## config.mk

```make
export PLATFORM = sky130hd
export DESIGN_NAME = staged_pump_watering_sequencer
export DESIGN_NICKNAME = d
export VERILOG_FILES = /design/src/hw/rtl/spws_pkg.sv /design/src/hw/rtl/spws_cfg.sv /design/src/hw/rtl/spws_sense.sv /design/src/hw/rtl/spws_seq.sv /design/src/hw/rtl/staged_pump_watering_sequencer.sv
export SDC_FILE = /design/constraint.sdc
export NUM_CORES = 1
export LEC_CHECK = 0
export ABC_CLOCK_PERIOD_IN_PS = 9070
export BUFFER_PORTS_ARGS = -buffer_cell sky130_fd_sc_hd__buf_2
export CAP_MARGIN = 40
export CORE_AREA = 5 5 187 117
export DETAILED_ROUTE_END_ITERATION = 12
export DIE_AREA = 0 0 192 122
export PLACE_DENSITY_LB_ADDON = 0.08
export REMOVE_ABC_BUFFERS = 1
export SLEW_MARGIN = 5
export SYNTH_ARGS = -nofsm -noshare
export SYNTH_HDL_FRONTEND = slang
export SYNTH_SLANG_ARGS = --single-unit
```

## constraint.sdc

```tcl
create_clock -name aclk -period 9.07 [get_ports aclk]
set_input_delay 1.814 -clock aclk [delete_from_list [all_inputs] [get_ports aclk]]
set_output_delay 1.814 -clock aclk [all_outputs]
set_load 0.02 [all_outputs]
```

## src/hw/rtl/spws_pkg.sv

```systemverilog
// Package: shared types, constants and register indexes for the watering sequencer.
package spws_pkg;

    localparam int RAW_W      = 12;
    localparam int THRESH_W   = 7;
    localparam int TICKS_W    = 24;
    localparam int STAGE_W    = 3;
    localparam int LEVEL_W    = 2;
    localparam int CFG_IDX_W  = 4;
    localparam int CFG_DATA_W = 24;
    localparam int S_DATA_W   = 16;
    localparam int M_DATA_W   = 16;
    localparam int PROD_W     = 19;

    localparam logic [RAW_W-1:0]   RAW_FULL_SCALE = 12'd4095;
    localparam logic [6:0]         PERCENT_SCALE  = 7'd100;
    localparam logic [TICKS_W-1:0] TICKS_MAX      = 24'hFFFFFF;

    localparam logic [LEVEL_W-1:0] LEVEL_FULL  = 2'd0;
    localparam logic [LEVEL_W-1:0] LEVEL_EMPTY = 2'd2;

    localparam logic [CFG_IDX_W-1:0] REG_MOISTURE_THRESHOLD = 4'd0;
    localparam logic [CFG_IDX_W-1:0] REG_WAIT_STAGE_TWO     = 4'd1;
    localparam logic [CFG_IDX_W-1:0] REG_WAIT_STAGE_THREE   = 4'd2;
    localparam logic [CFG_IDX_W-1:0] REG_WAIT_STAGE_FOUR    = 4'd3;

    localparam logic [THRESH_W-1:0] THRESH_RESET     = 7'd40;
    localparam logic [TICKS_W-1:0]  WAIT_TWO_RESET   = 24'd15000;
    localparam logic [TICKS_W-1:0]  WAIT_THREE_RESET = 24'd20000;
    localparam logic [TICKS_W-1:0]  WAIT_FOUR_RESET  = 24'd30000;

    typedef struct packed {
        logic [THRESH_W-1:0] moisture_threshold;
        logic [TICKS_W-1:0]  wait_stage_two;
        logic [TICKS_W-1:0]  wait_stage_three;
        logic [TICKS_W-1:0]  wait_stage_four;
    } cfg_t;

    typedef struct packed {
        logic             tick;
        logic             button_press;
        logic [RAW_W-1:0] moisture_raw;
        logic             below_low_mark;
        logic             below_high_mark;
    } item_t;

    typedef struct packed {
        logic               soil_dry;
        logic [LEVEL_W-1:0] tank_level;
    } sense_t;

    typedef struct packed {
        logic               request_latched;
        logic               ready_flag;
        logic [LEVEL_W-1:0] tank_level;
        logic               soil_dry;
        logic [STAGE_W-1:0] stage;
        logic               pump_on;
    } result_t;

endpackage

```

## src/hw/rtl/spws_cfg.sv

```systemverilog
// Configuration register file for threshold and stage wait times.
module spws_cfg (
    input  logic                             aclk,
    input  logic                             aresetn,
    input  logic                             cfg_wr_en,
    input  logic [spws_pkg::CFG_IDX_W-1:0]   cfg_index,
    input  logic [spws_pkg::CFG_DATA_W-1:0]  cfg_wdata,
    output spws_pkg::cfg_t                   cfg
);

    spws_pkg::cfg_t cfg_reg;
    spws_pkg::cfg_t cfg_next;

    always_comb begin
        cfg_next = cfg_reg;
        if (cfg_wr_en) begin
            unique case (cfg_index)
                spws_pkg::REG_MOISTURE_THRESHOLD:
                    cfg_next.moisture_threshold = cfg_wdata[spws_pkg::THRESH_W-1:0];
                spws_pkg::REG_WAIT_STAGE_TWO:
                    cfg_next.wait_stage_two = cfg_wdata[spws_pkg::TICKS_W-1:0];
                spws_pkg::REG_WAIT_STAGE_THREE:
                    cfg_next.wait_stage_three = cfg_wdata[spws_pkg::TICKS_W-1:0];
                spws_pkg::REG_WAIT_STAGE_FOUR:
                    cfg_next.wait_stage_four = cfg_wdata[spws_pkg::TICKS_W-1:0];
                default: cfg_next = cfg_reg;
            endcase
        end
    end

    always_ff @(posedge aclk) begin
        if (!aresetn) begin
            cfg_reg.moisture_threshold <= spws_pkg::THRESH_RESET;
            cfg_reg.wait_stage_two     <= spws_pkg::WAIT_TWO_RESET;
            cfg_reg.wait_stage_three   <= spws_pkg::WAIT_THREE_RESET;
            cfg_reg.wait_stage_four    <= spws_pkg::WAIT_FOUR_RESET;
        end else begin
            cfg_reg <= cfg_next;
        end
    end

    assign cfg = cfg_reg;

endmodule

```

## src/hw/rtl/spws_sense.sv

```systemverilog
// Sensor evaluation: tank level sum and soil dryness compare.
module spws_sense (
    input  spws_pkg::item_t                  item,
    input  logic [spws_pkg::THRESH_W-1:0]    moisture_threshold,
    output spws_pkg::sense_t                 sense
);

    logic [spws_pkg::RAW_W-1:0]  wetness;
    logic [spws_pkg::PROD_W-1:0] wet_scaled;
    logic [spws_pkg::PROD_W-1:0] thresh_scaled;

    always_comb begin
        wetness       = spws_pkg::RAW_FULL_SCALE - item.moisture_raw;
        wet_scaled    = spws_pkg::PROD_W'(wetness) * spws_pkg::PROD_W'(spws_pkg::PERCENT_SCALE);
        thresh_scaled = spws_pkg::PROD_W'(moisture_threshold)
                      * spws_pkg::PROD_W'(spws_pkg::RAW_FULL_SCALE);
        sense.soil_dry   = !(wet_scaled > thresh_scaled);
        sense.tank_level = spws_pkg::LEVEL_W'(item.below_high_mark)
                         + spws_pkg::LEVEL_W'(item.below_low_mark);
    end

endmodule

```

## src/hw/rtl/spws_seq.sv

```systemverilog
// Stage sequencer: request latch, tick counter, stage and pump control.
module spws_seq (
    input  logic              aclk,
    input  logic              aresetn,
    input  logic              advance,
    input  spws_pkg::item_t   item,
    input  spws_pkg::sense_t  sense,
    input  spws_pkg::cfg_t    cfg,
    output spws_pkg::result_t result
);

    typedef enum logic [spws_pkg::STAGE_W-1:0] {
        ST_IDLE  = 3'd0,
        ST_DRAIN = 3'd1,
        ST_TWO   = 3'd2,
        ST_THREE = 3'd3,
        ST_FOUR  = 3'd4
    } stage_t;

    stage_t                       stage_reg, stage_next;
    logic                         pump_reg, pump_next;
    logic [spws_pkg::TICKS_W-1:0] elapsed_reg, elapsed_next;
    logic                         request_reg, request_next;
    logic                         ready_reg, ready_next;
    logic [spws_pkg::TICKS_W-1:0] wait_sel;
    logic                         tank_full;
    logic                         tank_empty;

    always_comb begin
        tank_full  = (sense.tank_level == spws_pkg::LEVEL_FULL);
        tank_empty = (sense.tank_level == spws_pkg::LEVEL_EMPTY);

        request_next = request_reg | (item.button_press & ready_reg);
        ready_next   = sense.soil_dry & tank_full;

        elapsed_next = elapsed_reg;
        if (item.tick && (elapsed_reg != spws_pkg::TICKS_MAX)) begin
            elapsed_next = elapsed_reg + spws_pkg::TICKS_W'(1);
        end

        stage_next = stage_reg;
        if (ready_next && request_next) begin
            stage_next = ST_DRAIN;
        end
        pump_next = pump_reg;

        unique case (stage_next)
            ST_TWO:   wait_sel = cfg.wait_stage_two;
            ST_THREE: wait_sel = cfg.wait_stage_three;
            default:  wait_sel = cfg.wait_stage_four;
        endcase

        unique case (stage_next) inside
            ST_DRAIN: begin
                if (tank_full) begin
                    pump_next = 1'b1;
                end else if (tank_empty) begin
                    pump_next    = 1'b0;
                    elapsed_next = '0;
                    stage_next   = ST_TWO;
                end
            end
            ST_TWO, ST_THREE, ST_FOUR: begin
                if (elapsed_next >= wait_sel) begin
                    if (!tank_empty) begin
                        pump_next = 1'b1;
                    end else begin
                        pump_next    = 1'b0;
                        elapsed_next = '0;
                        if (stage_next == ST_FOUR) begin
                            stage_next   = ST_IDLE;
                            request_next = 1'b0;
                        end else if (stage_next == ST_TWO) begin
                            stage_next = ST_THREE;
                        end else begin
                            stage_next = ST_FOUR;
                        end
                    end
                end
            end
            default: begin
                pump_next = pump_reg;
            end
        endcase

        result.pump_on         = pump_next;
        result.stage           = stage_next;
        result.soil_dry        = sense.soil_dry;
        result.tank_level      = sense.tank_level;
        result.ready_flag      = ready_next;
        result.request_latched = request_next;
    end

    always_ff @(posedge aclk) begin
        if (!aresetn) begin
            stage_reg   <= ST_IDLE;
            pump_reg    <= 1'b0;
            elapsed_reg <= '0;
            request_reg <= 1'b0;
            ready_reg   <= 1'b0;
        end else if (advance) begin
            stage_reg   <= stage_next;
            pump_reg    <= pump_next;
            elapsed_reg <= elapsed_next;
            request_reg <= request_next;
            ready_reg   <= ready_next;
        end
    end

endmodule

```

## src/hw/rtl/staged_pump_watering_sequencer.sv

```systemverilog
// Top level: staged pump watering sequencer with stream input and result channels.
//
// Usage:
//   s_ words carry one sensor sample each: tank switches, soil reading,
//   button flag and time tick. m_ words carry one result per sample:
//   pump drive, stage, dryness, tank level, ready flag and request latch.
//   cfg_wr_en/cfg_index/cfg_wdata write the threshold and the three stage
//   waits; write them only while no word is in flight.
// Path: a word accepted on s_ is registered in the input register,
//   evaluated, and moved into the result register when the result side
//   is free; m_ presents it from the result register.
// Throughput: one word per cycle unless m_ stalls; the sequencer state
//   updates in the same cycle the evaluated word enters the result register.
// Reset: aresetn low at a clock edge empties both registers, returns the
//   sequencer to idle with the pump off, and restores default settings.
// Stall: while m_tready is low the result word holds; one more word waits
//   in the input register, then s_tready drops until the result is taken.
module staged_pump_watering_sequencer (
    input  logic                             aclk,
    input  logic                             aresetn,
    input  logic                             s_tvalid,
    output logic                             s_tready,
    // [0] below_high_mark, [1] below_low_mark, [13:2] moisture_raw,
    // [14] button_press, [15] tick
    input  logic [spws_pkg::S_DATA_W-1:0]    s_tdata,
    output logic                             m_tvalid,
    input  logic                             m_tready,
    // [0] pump_on, [3:1] stage, [4] soil_dry, [6:5] tank_level,
    // [7] ready_flag, [8] request_latched, [15:9] zero
    output logic [spws_pkg::M_DATA_W-1:0]    m_tdata,
    input  logic                             cfg_wr_en,
    input  logic [spws_pkg::CFG_IDX_W-1:0]   cfg_index,
    input  logic [spws_pkg::CFG_DATA_W-1:0]  cfg_wdata
);

    localparam int ItemW = $bits(spws_pkg::item_t);
    localparam int ResW  = $bits(spws_pkg::result_t);

    logic              in_valid_reg;
    spws_pkg::item_t   in_item_reg;
    logic              out_valid_reg;
    spws_pkg::result_t out_res_reg;
    logic              advance;
    spws_pkg::cfg_t    cfg;
    spws_pkg::sense_t  sense;
    spws_pkg::result_t result;

    assign advance  = in_valid_reg && (!out_valid_reg || m_tready);
    assign s_tready = !in_valid_reg || advance;

    spws_cfg u_cfg (
        .aclk      (aclk),
        .aresetn   (aresetn),
        .cfg_wr_en (cfg_wr_en),
        .cfg_index (cfg_index),
        .cfg_wdata (cfg_wdata),
        .cfg       (cfg)
    );

    spws_sense u_sense (
        .item               (in_item_reg),
        .moisture_threshold (cfg.moisture_threshold),
        .sense              (sense)
    );

    spws_seq u_seq (
        .aclk    (aclk),
        .aresetn (aresetn),
        .advance (advance),
        .item    (in_item_reg),
        .sense   (sense),
        .cfg     (cfg),
        .result  (result)
    );

    always_ff @(posedge aclk) begin
        if (!aresetn) begin
            in_valid_reg  <= 1'b0;
            out_valid_reg <= 1'b0;
        end else begin
            if (s_tready) begin
                in_valid_reg <= s_tvalid;
            end
            if (advance) begin
                out_valid_reg <= 1'b1;
            end else if (m_tready) begin
                out_valid_reg <= 1'b0;
            end
        end
    end

    always_ff @(posedge aclk) begin
        if (s_tready && s_tvalid) begin
            in_item_reg <= spws_pkg::item_t'(s_tdata[ItemW-1:0]);
        end
        if (advance) begin
            out_res_reg <= result;
        end
    end

    assign m_tvalid = out_valid_reg;
    assign m_tdata  = {{(spws_pkg::M_DATA_W-ResW){1'b0}}, out_res_reg};

endmodule

```

==> results.md <==
* Clock sink count at 136
* Placed Instance Area at 10350 um2
* Detailed-routed wire length on met3 at 1476 um
* WL met2 at 7924 um
* Syn avg cell area at 8.800 um2
* Metal-1 WL at 13830 um
* Rows at 41
* DR vias/cell at 5.206
* Period utilisation layout at 93.80%
* H-tree depth at 4
* Most common cell after layout, fill and taps aside: nand2_1
* Fmax achieved at 117.5 MHz
* Top FF cell, synth: dfxtp_1
* Slew @ Worst Pin at 0.8185 ns
* Initial drt markers at 412
* Crit-path max cell delay at 0.64 ns
* Synthesized flop and latch total at 136
* Port Buffers at 59
* CP max FO at 25
* CTS Root Cell: clkbuf_16
* R2R depth at 32
* HPWL after DPL at 17660 um
* Layout Skew at 0.01132 ns
* Avg WL per Cell at 16.19 um
* Die Y at 122 um
* Fin crit period at 8.507 ns
* Synth-to-Final Area Change at 12.70%
* # Max-Cap Violations at 0
* Top Layer Used: met4
* CP Launch Type: flop
* CTS Hold Bufs at 0
* Worst VDD drop at 141.4 uV
* Largest area contributor in the netlist: dfxtp_1
* Vias in the first global route at 6880
* RSZ-0062 raised after global routing: false
* Most Frequent Cell on Critical Path: ha_1
* Max stage delay cell, worst path: fa_1
* Final core occ at 54.42%
* Clock Tree Buf Depth at 2
* CTS tree: done
* Warnings, synthesis at 0
* Sequential area share after synthesis at 30.38%
* Data required time of the worst path at 9.24 ns
* Worst EP arrival at 8.68 ns
* Most area-consuming cells after synthesis: dfxtp_1 23%, ha_1 16%, edfxtp_1 7.7%, nand2_1 7.5%, fa_1 5.5%
* Share of layout cells above drive strength 1 at 11.64%
* Via count at 7533
* First-pass GRT wire length at 37550 um
* Worst min-delay path class: flop to flop
* Worst-Skew Late Latency at 0.43 ns
* TritonCTS Buffers at 17
* Slew Viols, Final at 0
* Die ar. at 23420 um2
* Cell Count Post-Placement at 1414
* Fin nets at 1355
* Max reg flops at 79
* Critical path class: flop to flop
* Final Instance Area at 11030 um2
* Final Non-Filler Cells at 1447
* Post-route ant nets at 0
* EDFF count, synth at 25
* Cell area power density at 175.1 nW/um2
* First-pass DRT Iterations at 5
* Area of the mapped netlist at 9786 um2
* Grt ovf at 0
* Most frequent cells in the layout: 196 x nand2_1, 124 x ha_1, 110 x dfxtp_1
* Final WL at 23430 um
* Number of fill cells at 1907
* Die width at 192 um
* Crit path capture type: flop
* Antenna violations before repair at 0
* # setup viols final at 0
* Synth top area share at 22.71%
* I/O pins at 67
* Worst hold path cell count at 2
* FF/Latch Area at 2974 um2
* Final Hold Vio Count at 0
* Clock-pin transition on the worst setup and hold timing paths at 0.06 ns
* GRT Resource Usage Total at 20.54%
* Cell count after synthesis at 1112
* Largest net degree at the start of global routing at 70
* Final TNS setup at 0 ns
* DRC violations left at 0
* Initial core utilization at 48.29%
* Leak at 0.004844 uW
* Antenna diode count at 0
* Cell variety after synth at 75
* Post-synth ARST share at 0%
* RD Place Congestion at 0.8603
* Footprint of the multi-input gates at 6267 um2
* Max_slew headroom at 45.43%
* Outcome: complete, no violations
* Core ar. at 20260 um2
## synth_stat cells, types with 3 or more instances
| library cell | number |
|---|---|
| a21oi_1 | 65 |
| nor3b_1 | 3 |
| or2_2 | 9 |
| a21boi_0 | 57 |
| nand2b_1 | 4 |
| a22o_1 | 18 |
| clkbuf_1 | 36 |
| a211oi_1 | 3 |
| nor2b_1 | 14 |
| buf_4 | 7 |
| xor2_1 | 18 |
| a211o_1 | 3 |
| nand4_4 | 3 |
| edfxtp_1 | 25 |
| nand4_1 | 6 |
| mux2i_1 | 33 |
| dfxtp_1 | 111 |
| and3_1 | 8 |
| o21ai_0 | 17 |
| a31oi_1 | 4 |
| nor2_1 | 43 |
| o31a_1 | 5 |
| o211ai_1 | 7 |
| nand3b_1 | 3 |
| nand3_1 | 39 |
| inv_1 | 95 |
| and2_1 | 6 |
| a21o_1 | 12 |
| buf_2 | 4 |
| nor3_1 | 13 |
| xnor2_1 | 39 |
| nand2_1 | 196 |
| and4_1 | 3 |
| fa_1 | 27 |
| ha_1 | 124 |
| o21a_1 | 4 |
## cells by family after synthesis
| group | synth area share [%] |
|---|---|
| muxes | 3.491 |
| buffers and inverters | 6.124 |
| DFF | 30.38 |
| xor gates and xnor gates | 5.268 |
| other | 0.03832 |
| AOI/OAI and AO/OA | 15.36 |
| and+or+nand+nor | 17.96 |
| adders and majority gates | 21.38 |
## cell type report
type | instances | share of cell area (%)
clock buffer | 22 | 4.391
sequential | 136 | 26.97
tap | 279 | 3.165
multi-input combinational | 835 | 56.83
clock inverter | 10 | 1.282
timing repair buffer | 70 | 4.130
inverter | 95 | 3.233
## path summary, 6_finish.rpt
kind	start	end	slack, ns
min reg2reg	u_cfg.cfg[30]	u_cfg.cfg[30]	0.46
min	u_cfg.cfg[30]	u_cfg.cfg[30]	0.46
max reg2reg	u_cfg.cfg[76]	m_tdata[1]	0.56
max	u_cfg.cfg[76]	m_tdata[1]	0.56
## critical path: cells and delay by family (launching register included)
family                   cells  cell delay, ns
adder cells (fa/ha/maj)      7            2.94
AO/OA/AOI/OAI               14            2.90
AND/OR/NAND/NOR              7            1.36
flip-flops                   1            0.38
buffers and inverters        2            0.35
multiplexers                 1            0.17
XOR/XNOR                     1            0.15
## through the flow
stage          hold slack (ns)  total power [uW]  setup slack [ns]
6_report                0.4608              1931            0.5626
5_1_grt                 0.4825              2056           0.01753
2_1_floorplan           0.4378              1053            0.7884
3_5_place_dp            0.4559              1190            0.3908
4_1_cts                 0.4648              1933            0.3737
3_3_place_gp            0.4487              1183            0.5540
## repair_timing
action / CTS / global route
buffers inserted: 0 / 0
setup endpoints to repair: 0 / 16
endpoints found under the hold margin: 0 / 0
gates resized for setup: 0 / 7
## report_power, final
part	total [uW]	switching (uW)	internal, uW
Combinational	553	321	233
Sequential	642	9.91	632
Clock	736	273	463
Total	1930	604	1330
## per-layer routing
metal | track usage, % | up-vias
li1 | - | 3892
met1 | 36.63 | 3438
met2 | 23.63 | 188
met3 | 3.837 | 15
met4 | 4.408 | 0
met5 | 0 | -
No activity file was read; power rests on OpenSTA's default activity.
